**src/hdl/nx256_pkg.sv**
```systemverilog
// ----------------------------------------------------------------------------
// nx256_pkg
// Shared types, constants and palette helpers for the xterm-256 color matcher.
// ----------------------------------------------------------------------------
package nx256_pkg;

    localparam int CH_W       = 8;
    localparam int CODE_W     = 8;
    localparam int THR_W      = 9;
    localparam int SQ_W       = 2 * CH_W;
    localparam int DIST_W     = SQ_W + 2;
    localparam int DIGIT_W    = 3;

    localparam logic [CODE_W-1:0]  PAL_FIRST_CODE   = 8'd16;
    localparam logic [CODE_W-1:0]  PAL_LAST_CODE    = 8'd255;
    localparam logic [CODE_W-1:0]  TRANSPARENT_CODE = 8'd1;
    localparam logic [THR_W-1:0]   THR_RESET        = 9'd128;
    localparam logic [DIGIT_W-1:0] DIGIT_MAX        = 3'd5;
    localparam logic [CH_W-1:0]    GRAY_FIRST       = 8'd8;
    localparam logic [CH_W-1:0]    GRAY_STEP        = 8'd10;

    // controller to datapath
    typedef struct packed {
        logic start;   // capture pixel, restart the palette walk
        logic issue;   // walk may advance this cycle
    } nx256_cmd_t;

    // datapath to controller
    typedef struct packed {
        logic              search_done;  // last entry is compared at this edge
        logic [CODE_W-1:0] best_code;
    } nx256_status_t;

    // channel level of one 6x6x6 cube digit
    function automatic logic [CH_W-1:0] cube_level(input logic [DIGIT_W-1:0] digit);
        logic [CH_W-1:0] lvl;
        case (digit)
            3'd0:    lvl = 8'h00;
            3'd1:    lvl = 8'h5f;
            3'd2:    lvl = 8'h87;
            3'd3:    lvl = 8'haf;
            3'd4:    lvl = 8'hd7;
            3'd5:    lvl = 8'hff;
            default: lvl = 8'h00;
        endcase
        return lvl;
    endfunction

endpackage

```
**src/hdl/nx256_dpath.sv**
```systemverilog
// ----------------------------------------------------------------------------
// nx256_dpath
// Palette walk, squared RGB distance pipeline and best-match tracking.
// ----------------------------------------------------------------------------
module nx256_dpath import nx256_pkg::*; (
    input  logic              aclk,
    input  logic              aresetn,
    input  nx256_cmd_t        cmd,
    input  logic [CH_W-1:0]   red,
    input  logic [CH_W-1:0]   green,
    input  logic [CH_W-1:0]   blue,
    output nx256_status_t     status
);

    // pixel capture
    logic [CH_W-1:0] pix_r_reg, pix_g_reg, pix_b_reg;

    // palette walk counters
    logic               busy_reg, busy_next;
    logic               gray_reg, gray_next;
    logic [DIGIT_W-1:0] dr_reg, dr_next, dg_reg, dg_next, db_reg, db_next;
    logic [CH_W-1:0]    glvl_reg, glvl_next;
    logic [CODE_W-1:0]  gidx_reg, gidx_next;

    // pipeline stages
    logic              v0_reg, v1_reg, v2_reg;
    logic [CODE_W-1:0] idx0_reg, idx1_reg, idx2_reg;
    logic [CH_W-1:0]   e_r_reg, e_g_reg, e_b_reg;
    logic [SQ_W-1:0]   sq_r_reg, sq_g_reg, sq_b_reg;
    logic [DIST_W-1:0] dist_reg;

    // best match
    logic [DIST_W-1:0] best_dist_reg;
    logic [CODE_W-1:0] best_code_reg;

    logic              advance;
    logic [CH_W-1:0]   ent_r, ent_g, ent_b;
    logic [CH_W-1:0]   ad_r, ad_g, ad_b;

    assign advance = cmd.issue && busy_reg;

    // current entry color
    always_comb begin
        if (gray_reg) begin
            ent_r = glvl_reg;
            ent_g = glvl_reg;
            ent_b = glvl_reg;
        end else begin
            ent_r = cube_level(dr_reg);
            ent_g = cube_level(dg_reg);
            ent_b = cube_level(db_reg);
        end
    end

    // next walk position: cube digits, then gray ramp
    always_comb begin
        busy_next = busy_reg;
        gray_next = gray_reg;
        dr_next   = dr_reg;
        dg_next   = dg_reg;
        db_next   = db_reg;
        glvl_next = glvl_reg;
        gidx_next = gidx_reg;
        if (cmd.start) begin
            busy_next = 1'b1;
            gray_next = 1'b0;
            dr_next   = '0;
            dg_next   = '0;
            db_next   = '0;
            glvl_next = GRAY_FIRST;
            gidx_next = PAL_FIRST_CODE;
        end else if (advance) begin
            gidx_next = gidx_reg + 8'd1;
            if (gidx_reg == PAL_LAST_CODE) begin
                busy_next = 1'b0;
            end
            if (gray_reg) begin
                glvl_next = glvl_reg + GRAY_STEP;
            end else if (db_reg != DIGIT_MAX) begin
                db_next = db_reg + 3'd1;
            end else begin
                db_next = '0;
                if (dg_reg != DIGIT_MAX) begin
                    dg_next = dg_reg + 3'd1;
                end else begin
                    dg_next = '0;
                    if (dr_reg != DIGIT_MAX) begin
                        dr_next = dr_reg + 3'd1;
                    end else begin
                        gray_next = 1'b1;
                    end
                end
            end
        end
    end

    // absolute channel differences
    always_comb begin
        ad_r = (e_r_reg > pix_r_reg) ? (e_r_reg - pix_r_reg) : (pix_r_reg - e_r_reg);
        ad_g = (e_g_reg > pix_g_reg) ? (e_g_reg - pix_g_reg) : (pix_g_reg - e_g_reg);
        ad_b = (e_b_reg > pix_b_reg) ? (e_b_reg - pix_b_reg) : (pix_b_reg - e_b_reg);
    end

    // control registers
    always_ff @(posedge aclk) begin
        if (!aresetn) begin
            busy_reg <= 1'b0;
            v0_reg   <= 1'b0;
            v1_reg   <= 1'b0;
            v2_reg   <= 1'b0;
        end else begin
            busy_reg <= busy_next;
            v0_reg   <= advance;
            v1_reg   <= v0_reg;
            v2_reg   <= v1_reg;
        end
    end

    // walk counters, pipeline payload and best match
    always_ff @(posedge aclk) begin
        gray_reg <= gray_next;
        dr_reg   <= dr_next;
        dg_reg   <= dg_next;
        db_reg   <= db_next;
        glvl_reg <= glvl_next;
        gidx_reg <= gidx_next;
        if (cmd.start) begin
            pix_r_reg <= red;
            pix_g_reg <= green;
            pix_b_reg <= blue;
        end
        // stage 0: entry color
        e_r_reg  <= ent_r;
        e_g_reg  <= ent_g;
        e_b_reg  <= ent_b;
        idx0_reg <= gidx_reg;
        // stage 1: squares
        sq_r_reg <= ad_r * ad_r;
        sq_g_reg <= ad_g * ad_g;
        sq_b_reg <= ad_b * ad_b;
        idx1_reg <= idx0_reg;
        // stage 2: sum
        dist_reg <= {2'b00, sq_r_reg} + {2'b00, sq_g_reg} + {2'b00, sq_b_reg};
        idx2_reg <= idx1_reg;
        // compare, lower index kept on a tie
        if (v2_reg && ((idx2_reg == PAL_FIRST_CODE) || (dist_reg < best_dist_reg))) begin
            best_dist_reg <= dist_reg;
            best_code_reg <= idx2_reg;
        end
    end

    assign status.search_done = v2_reg && (idx2_reg == PAL_LAST_CODE);
    assign status.best_code   = best_code_reg;

endmodule

```
**src/hdl/nx256_ctrl.sv**
```systemverilog
// ----------------------------------------------------------------------------
// nx256_ctrl
// Request sequencing, alpha test, threshold register and result register.
// ----------------------------------------------------------------------------
module nx256_ctrl import nx256_pkg::*; (
    input  logic              aclk,
    input  logic              aresetn,
    input  logic              cfg_wr_en,
    input  logic [THR_W-1:0]  cfg_wr_data,
    input  logic              s_tvalid,
    output logic              s_tready,
    input  logic [CH_W-1:0]   alpha,
    output logic              m_tvalid,
    input  logic              m_tready,
    output logic [CODE_W-1:0] m_code,
    output nx256_cmd_t        cmd,
    input  nx256_status_t     status
);

    typedef enum logic [1:0] {
        ST_IDLE,
        ST_SEARCH,
        ST_DONE
    } state_t;

    state_t            state_reg;
    logic              trans_reg;
    logic              m_valid_reg;
    logic [CODE_W-1:0] m_code_reg;
    logic [THR_W-1:0]  thr_reg;
    logic              accept;
    logic              out_free;
    logic              is_trans;

    assign s_tready  = (state_reg == ST_IDLE);
    assign accept    = s_tvalid && s_tready;
    assign out_free  = !m_valid_reg || m_tready;
    assign is_trans  = {1'b0, alpha} < thr_reg;
    assign cmd.start = accept;
    assign cmd.issue = (state_reg == ST_SEARCH);
    assign m_tvalid  = m_valid_reg;
    assign m_code    = m_code_reg;

    // threshold register
    always_ff @(posedge aclk) begin
        if (!aresetn) begin
            thr_reg <= THR_RESET;
        end else if (cfg_wr_en) begin
            thr_reg <= cfg_wr_data;
        end
    end

    // sequencer and result register
    always_ff @(posedge aclk) begin
        if (!aresetn) begin
            state_reg   <= ST_IDLE;
            trans_reg   <= 1'b0;
            m_valid_reg <= 1'b0;
        end else begin
            // result valid: set on completion, cleared once taken
            if ((state_reg == ST_DONE) && out_free) begin
                m_valid_reg <= 1'b1;
            end else if (m_valid_reg && m_tready) begin
                m_valid_reg <= 1'b0;
            end
            case (state_reg)
                ST_IDLE: begin
                    if (accept) begin
                        trans_reg <= is_trans;
                        state_reg <= is_trans ? ST_DONE : ST_SEARCH;
                    end
                end
                ST_SEARCH: begin
                    if (status.search_done) begin
                        state_reg <= ST_DONE;
                    end
                end
                ST_DONE: begin
                    if (out_free) begin
                        m_code_reg  <= trans_reg ? TRANSPARENT_CODE : status.best_code;
                        state_reg   <= ST_IDLE;
                    end
                end
                default: begin
                    state_reg <= ST_IDLE;
                end
            endcase
        end
    end

endmodule

```
**src/hdl/nearest_xterm256_color_rgb.sv**
```systemverilog
// ----------------------------------------------------------------------------
// nearest_xterm256_color_rgb
// Maps an RGBA pixel to the nearest xterm-256 palette index, or to the
// transparent code when alpha is below the programmed threshold.
// ----------------------------------------------------------------------------
// an opaque pixel is compared with the palette before its result is registered; a
//   transparent one is not; a new request waits until the last result is registered
// the one distance pipeline walks palette entries 16..255, one per cycle
// reset (aresetn low, synchronous) empties the pipeline and the result
//   register and sets the alpha threshold to 128
// ----------------------------------------------------------------------------
module nearest_xterm256_color_rgb import nx256_pkg::*; (
    input  logic             aclk,
    input  logic             aresetn,
    input  logic             cfg_wr_en,
    input  logic [THR_W-1:0] cfg_wr_data,   // alpha_threshold
    input  logic             s_tvalid,
    output logic             s_tready,
    input  logic [31:0]      s_tdata,       // red, green, blue, alpha
    output logic             m_tvalid,
    input  logic             m_tready,
    output logic [7:0]       m_tdata        // color_code
);

    nx256_cmd_t    cmd;
    nx256_status_t status;

    nx256_ctrl u_ctrl (
        .aclk        (aclk),
        .aresetn     (aresetn),
        .cfg_wr_en   (cfg_wr_en),
        .cfg_wr_data (cfg_wr_data),
        .s_tvalid    (s_tvalid),
        .s_tready    (s_tready),
        .alpha       (s_tdata[31:24]),
        .m_tvalid    (m_tvalid),
        .m_tready    (m_tready),
        .m_code      (m_tdata),
        .cmd         (cmd),
        .status      (status)
    );

    nx256_dpath u_dpath (
        .aclk    (aclk),
        .aresetn (aresetn),
        .cmd     (cmd),
        .red     (s_tdata[7:0]),
        .green   (s_tdata[15:8]),
        .blue    (s_tdata[23:16]),
        .status  (status)
    );

endmodule
```
**config.mk**
```make
export PLATFORM = sky130hd
export DESIGN_NAME = nearest_xterm256_color_rgb
export DESIGN_NICKNAME = d
export VERILOG_FILES = /design/src/hdl/nx256_pkg.sv /design/src/hdl/nx256_dpath.sv /design/src/hdl/nx256_ctrl.sv /design/src/hdl/nearest_xterm256_color_rgb.sv
export SDC_FILE = /design/constraint.sdc
export NUM_CORES = 1
export LEC_CHECK = 0
export BUFFER_PORTS_ARGS = -buffer_cell sky130_fd_sc_hd__buf_2
export CORE_ASPECT_RATIO = 0.7
export CORE_MARGIN = 4
export CORE_UTILIZATION = 57
export DETAILED_ROUTE_END_ITERATION = 8
export HOLD_SLACK_MARGIN = 0.15
export PLACE_DENSITY = 0.78
export SLEW_MARGIN = 10
export SYNTH_ARGS = -nofsm -noshare
export SYNTH_HDL_FRONTEND = slang
export SYNTH_SLANG_ARGS = --single-unit
```
**constraint.sdc**
```tcl
create_clock -name aclk -period 6.6 [get_ports aclk]
set_input_delay 1.32 -clock aclk [delete_from_list [all_inputs] [get_ports aclk]]
set_output_delay 1.32 -clock aclk [all_outputs]
set_load 0.02 [all_outputs]
```
==> run_results.csv, run 1 <==
group,metric,value,unit
worst_hold_path,min_from,"u_dpath.idx0_reg[3]$_DFF_P_",
route,drt_iter0_drc,556,
clock_network,clkTransAtPathRegs,0.06,ns
route,via_per_inst,5.29,
sta,hold_violations,0,
setup_path,crit_arrival,6.67,ns
setup_path,critPathMaxFanout,9,
placement,port_buffers,55,
clock_network,cts.sinks,211,
clock_network,holdBufCountCts,0,
route,totalWireLength,27.3,mm
floorplan,fp.dieArea,28100,µm²
clock_network,clock_path_buffers,3,
yosys,ys_seq_area_share,33.1,%
global_routing,gr-total-overflow,0,
power,cellPowerDensity,556,nW/µm²
yosys,synthesis.area,14500,µm²
setup_path,crit_start,"u_dpath.pix_r_reg[3]$_DFFE_PP_",
finish,diodes,0,
placement,dp_hpwl,21.9,mm
placement,place_congestion,0.878,
finish,synthToLayoutAreaGrowth,11.0,%
setup_path,r2r_start,"u_dpath.pix_r_reg[3]$_DFFE_PP_",
finish,layoutNonFillerInstCount,1914,
yosys,synth_seq_cells,211,
route,drc_errors,0,
setup_path,rr_worst_depth,25,
yosys,yosysWarnings,0,
global_routing,track_usage,19.9,%
setup_path,cp-endpoint,"u_dpath.sq_r_reg[15]$_DFF_P_",
clock_network,numCtsBuffers,22,
setup_path,crit_path_end_kind,"flip-flop",
floorplan,die_h,141,µm
placement,dpl-instance-area,15200,µm²
power,peakVddDrop,445,µV
clock_network,cts_tree,"done",
clock_network,clk_latency,0.50,ns
power,cellLeakagePower,7.77,nW
sta,fin_crit,6.29,ns
finish,drive_gt1_share,9.63,%
sta,setup_violations,0,
global_routing,grt_antenna_before_repair,0,
setup_path,start_kind,"flip-flop",
finish,final_common_cell,"inv_1",
setup_path,ff2ff_setup_slack,0.31,ns
sta,setup_slack,0.312,ns
sta,drv_slew,0,
yosys,syn-num-nets,1812,
outcome,run_status,"complete, no violations",
finish,final_cell_mix,"inv_1, ha_1, nor2_1",
route,via_count,10100,
floorplan,core,24900,µm²
power,total_power,8.95,mW
sta,clock.fmax,159,MHz
route,wl_per_cell,14.3,µm
sta,relSlewSlack,32.8,%
yosys,synth_cells,1487,
yosys,avgSynthCellArea,9.75,µm²
route,dr.pass1.iters,5,
global_routing,grt_max_degree,28,
yosys,synthArstFlopShare,0,%
floorplan,io_pins,56,
worst_hold_path,hp-class,"reg -> reg",
setup_path,slowest_stage,"fa_1",
setup_path,critical_path_class,"reg -> reg",
floorplan,rows,48,
setup_path,cp.buffers_inverters,4,
finish,final_area,16100,µm²
yosys,synth-edff-count,58,
sta,fin_skew,0.0112,ns
clock_network,root_buffer,"clkbuf_16",
finish,nNetsFinal,1898,
sta,fin_crit_sh,95.3,%
yosys,synth.distinct_cells,62,
floorplan,die_w,199,µm
placement,post-place-ws,0.0953,ns
setup_path,r2r_end,"u_dpath.sq_r_reg[15]$_DFF_P_",
finish,nFillCells,1950,
global_routing,grt_pass1_wl,47.4,mm
yosys,ys.flop_type,"dfxtp_1",
sta,worstMarginPinSlew,1.01,ns
run,max-cap-violations,0,
setup_path,path_depth,25,
setup_path,cp.required,6.98,ns
setup_path,critPathMaxStageDelay,0.53,ns
floorplan,start_util,58.3,%
clock_network,h-tree-depth,1,
placement,place_inst,1866,
global_routing,grt_pass1_vias,10100,
setup_path,cp_top_family,"adder cells",
route,antenna_left,0,
==> per-stage QoR <==
| stage | TNS (ns) | util [%] | hold slack [ns] |
|---|---|---|---|
| 2_1_floorplan | 0 | - | 0.310 |
| 3_3_place_gp | 0 | 61.3 | 0.311 |
| 3_5_place_dp | 0 | 61.3 | 0.312 |
| 4_1_cts | 0 | 64.2 | 0.320 |
| 5_1_grt | -0.0335 | 64.7 | 0.323 |
| 6_report | 0 | 64.7 | 0.318 |
==> routing by layer <==
| layer | GRT usage (%) | part of all wire (%) | vias up |
|---|---|---|---|
| li1 | - | - | 5115 |
| met1 | 29.5 | 49 | 4766 |
| met2 | 31.9 | 45 | 213 |
| met3 | 2.75 | 4.7 | 34 |
| met4 | 3.13 | 1.4 | 0 |
| met5 | 0 | 0 | - |
==> final cells by class <==
cell class,instances,area [µm²],share of cell area [%]
clock inverters,4,61.3,0.381
inverters,244,916,5.69
well taps,325,407,2.53
flip-flops and latches,211,4800,29.9
repair buffers,81,474,2.95
multi-input cells,1013,8770,54.5
clock buffers,36,654,4.07
==> power by group <==
group	internal, mW	switching [mW]	total (mW)	leakage [nW]
clock network	0.721	0.486	1.21	0.347
registers	1.67	0.0988	1.77	1.80
logic	2.66	3.31	5.97	5.62
==> how the worst min path moves through the flow <==
stage	depth (start not counted)	slack (ns)	end
3_5_place_dp	0	0.31	u_dpath.idx1_reg[3]$_DFF_P_
6_report	0	0.32	u_dpath.idx1_reg[3]$_DFF_P_
2_1_floorplan	0	0.31	u_dpath.idx1_reg[0]$_DFF_P_
4_1_cts	0	0.32	u_dpath.idx1_reg[3]$_DFF_P_
3_3_place_gp	0	0.31	u_dpath.idx2_reg[3]$_DFF_P_
5_1_grt	0	0.32	u_dpath.idx1_reg[2]$_DFF_P_
==> synthesized netlist by cell type, drive strengths merged, types with 5 or more instances <==
cell type | n | area (µm²)
inv | 244 | 916
ha | 197 | 2460
nor2 | 163 | 612
dfxtp | 153 | 3060
a21oi | 82 | 414
fa | 82 | 1640
xnor2 | 69 | 664
nand2 | 59 | 221
edfxtp | 58 | 1740
a21o | 43 | 323
xor2 | 37 | 324
mux2i | 31 | 310
o21ai | 31 | 155
nor2b | 24 | 150
o21bai | 24 | 180
nor3 | 17 | 85.1
nand2b | 16 | 100
or2 | 15 | 93.8
a31oi | 13 | 81.3
clkbuf | 13 | 50.0
nand4 | 13 | 81.3
nand3 | 11 | 55.1
a221oi | 10 | 93.8
o21a | 10 | 75.1
a211oi | 8 | 103
and2 | 6 | 37.5
buf | 6 | 31.3
or3 | 5 | 31.3
==> timing repair <==
action	in CTS	in global routing
hold endpoints to repair	0	0
gates resized for setup	0	18
setup endpoints to repair	0	10
setup buffers	0	8
==> cells by family after synthesis <==
group | count (synthesis) | synth area share [%]
compound gates | 254 | 11.9
mux | 31 | 2.14
flops | 211 | 33.1
buf+inv | 263 | 6.88
xor+xnor | 106 | 6.82
fa+ha+maj | 279 | 28.3
simple gates | 343 | 10.9
(Power assumes the default switching activity.)
==> inputs of run 2 (changes only) <==
--- a/config.mk
+++ b/config.mk
@@ -8,10 +8,10 @@
 export BUFFER_PORTS_ARGS = -buffer_cell sky130_fd_sc_hd__buf_2
 export CORE_ASPECT_RATIO = 0.7
 export CORE_MARGIN = 4
-export CORE_UTILIZATION = 57
+export CORE_UTILIZATION = 49
 export DETAILED_ROUTE_END_ITERATION = 8
 export HOLD_SLACK_MARGIN = 0.15
-export PLACE_DENSITY = 0.78
+export PLACE_DENSITY = 0.69
 export SLEW_MARGIN = 10
 export SYNTH_ARGS = -nofsm -noshare
 export SYNTH_HDL_FRONTEND = slang
==> run 2 against run 1 <==
Effect of this change: sequential power hardly changed; cell area rose by 0.53%; die area up 16%; hold slack gained 0.0017 ns; routed wire length increased by 1.4%; worst setup slack lost 0.019 ns; combinational power fell by 2%; largest power group unchanged; highest routed layer unchanged.
==> run_results.csv, run 2 (synthesis gave the netlist of run 1 again) <==
group,metric,value,unit
outcome,run_status,"complete, no violations",
sta,fin_crit,6.31,ns
finish,final_util,55.7,%
finish,layoutNonFillerInstCount,1969,
route,totalWireLength,27.7,mm
route,via_per_inst,5.03,
global_routing,grt_antenna_before_repair,1,
power,cellPowerDensity,548,nW/µm²
placement,dpl-instance-area,15300,µm²
clock_network,clk_latency,0.53,ns
finish,final_area,16200,µm²
placement,port_buffers,55,
setup_path,critPathMaxFanout,5,
clock_network,clkTransAtPathRegs,0.07,ns
finish,multiInputGateArea,8760,µm²
route,wl_per_cell,14.1,µm
sta,fin_crit_sh,95.6,%
setup_path,start_kind,"flip-flop",
placement,place_congestion,0.922,
power,p_sw_share,43.3,%
global_routing,grt_pass1_vias,9720,
setup_path,critPathMostFrequentCell,"fa_1",
route,antenna_left,0,
finish,regArea,4800,µm²
sta,rsz0062_at_grt,"true",
floorplan,die_w,214,µm
finish,nFillCells,2552,
setup_path,cp.required,7.04,ns
finish,final_cell_mix,"inv_1, ha_1, nor2_1",
placement,place_inst,1920,
sta,clock.fmax,159,MHz
power,cellLeakagePower,7.78,nW
route,drt_iter0_drc,520,
sta,relSlewSlack,27.4,%
sta,hold_violations,0,
floorplan,start_util,50.0,%
global_routing,grt_pass1_wl,46.9,mm
global_routing,gr-total-overflow,0,
floorplan,io_pins,56,
floorplan,die_h,152,µm
floorplan,rows,52,
finish,synthToLayoutAreaGrowth,11.5,%
setup_path,path_cells,"ha_1 > fa_1 > nor2b_2 > o211ai_1 > a21o_1 > a211oi_4 > buf_6 > mux2i_2 > xor2_1 > or2_2 > fa_1 > inv_1 > fa_1 > fa_1 > inv_1 > fa_1 > inv_1 > ha_2 > a21o_1 > a31oi_2 > o21ai_1 > a21o_1 > a21oi_1 > xnor2_1",
setup_path,crit_arrival,6.75,ns
finish,nNetsFinal,1899,
global_routing,grt_max_degree,49,
power,combPwrFrac,66.2,%
route,drc_errors,0,
sta,setup_violations,0,
route,via_count,9907,
clock_network,cts_tree,"done",
sta,drv_slew,0,
worst_hold_path,hp-class,"reg -> reg",
setup_path,slowest_stage,"fa_1",
setup_path,critical_path_class,"reg -> reg",
clock_network,numCtsBuffers,23,
power,clkPwrFrac,13.9,%
power,switching_power,3.84,mW
finish,diodes,0,
setup_path,critPathMaxStageDelay,0.55,ns
floorplan,fp.dieArea,32500,µm²
power,seqPwrFrac,19.9,%
placement,dp_hpwl,22.2,mm
clock_network,cts.sinks,211,
finish,drive_gt1_share,9.99,%
clock_network,root_buffer,"clkbuf_16",
clock_network,h-tree-depth,1,
route,dr.pass1.iters,5,
power,peakVddDrop,332,µV
power,p_int,5.02,mW
sta,fin_hold_ws,0.320,ns
run,max-cap-violations,0,
sta,fin_skew,0.0242,ns
clock_network,clock_path_buffers,3,
floorplan,core,29000,µm²
setup_path,crit_path_end_kind,"flip-flop",
global_routing,track_usage,17.2,%
finish,final_common_cell,"inv_1",
sta,worstMarginPinSlew,1.09,ns
## run 2: final cells by class
cell class | count | share of cell area, %
tap | 378 | 2.92
inverter | 244 | 5.66
sequential | 211 | 29.7
clock buffer | 31 | 4.12
timing repair buffer | 81 | 3.03
clock inverter | 11 | 0.418
multi-input combinational | 1013 | 54.1
## run 2: power groups by stage
stage	Clock, mW	Sequential, mW	Combinational, mW
3_5_place_dp	0	1.79	5.81
2_1_floorplan	0	1.76	4.71
4_1_cts	1.27	1.77	5.86
6_report	1.23	1.76	5.86
5_1_grt	1.32	1.79	6.78
3_3_place_gp	0	1.79	5.68
## run 2: repair_timing
item,CTS,global route
endpoints found under the setup margin,0,8
setup buffers,0,7
gates resized for setup,0,17
hold buffers,0,0
## run 2: worst max-delay path: cells and delay by family (launching register included)
| family | cells | cell delay [ns] |
|---|---|---|
| XOR/XNOR | 2 | 0.25 |
| flip-flops | 1 | 0.39 |
| AND/OR/NAND/NOR | 2 | 0.46 |
| adder cells (fa/ha/maj) | 7 | 3.03 |
| multiplexers | 1 | 0.22 |
| buffers and inverters | 4 | 0.34 |
| AO/OA/AOI/OAI | 8 | 1.53 |
## run 2: worst paths after layout
path	startpoint	to	slack, ns	cells after the start
max	u_dpath.pix_g_reg[0]$_DFFE_PP_	u_dpath.sq_g_reg[15]$_DFF_P_	0.29	24
min	u_dpath.idx0_reg[0]$_DFF_P_	u_dpath.idx1_reg[0]$_DFF_P_	0.32	0
max reg2reg	u_dpath.pix_g_reg[0]$_DFFE_PP_	u_dpath.sq_g_reg[15]$_DFF_P_	0.29	24
min reg2reg	u_dpath.idx0_reg[0]$_DFF_P_	u_dpath.idx1_reg[0]$_DFF_P_	0.32	0
## run 2: stage by stage
step / power [mW] / setup TNS (ns) / worst slack, ns
after CTS: 8.90 / 0 / 0.0269
after global routing: 9.89 / -0.101 / -0.0626
after detailed placement: 7.60 / 0 / 0.0495
after floorplan: 6.47 / 0 / 0.431
final: 8.86 / 0 / 0.293
after global placement: 7.47 / 0 / 0.242
## run 2: per-layer routing
layer,vias up,global-route usage [%],share of wire (%)
li1,5110,-,-
met1,4592,26.8,52
met2,172,25.9,43
met3,33,2.51,3.8
met4,0,2.62,1.4
met5,-,0,0
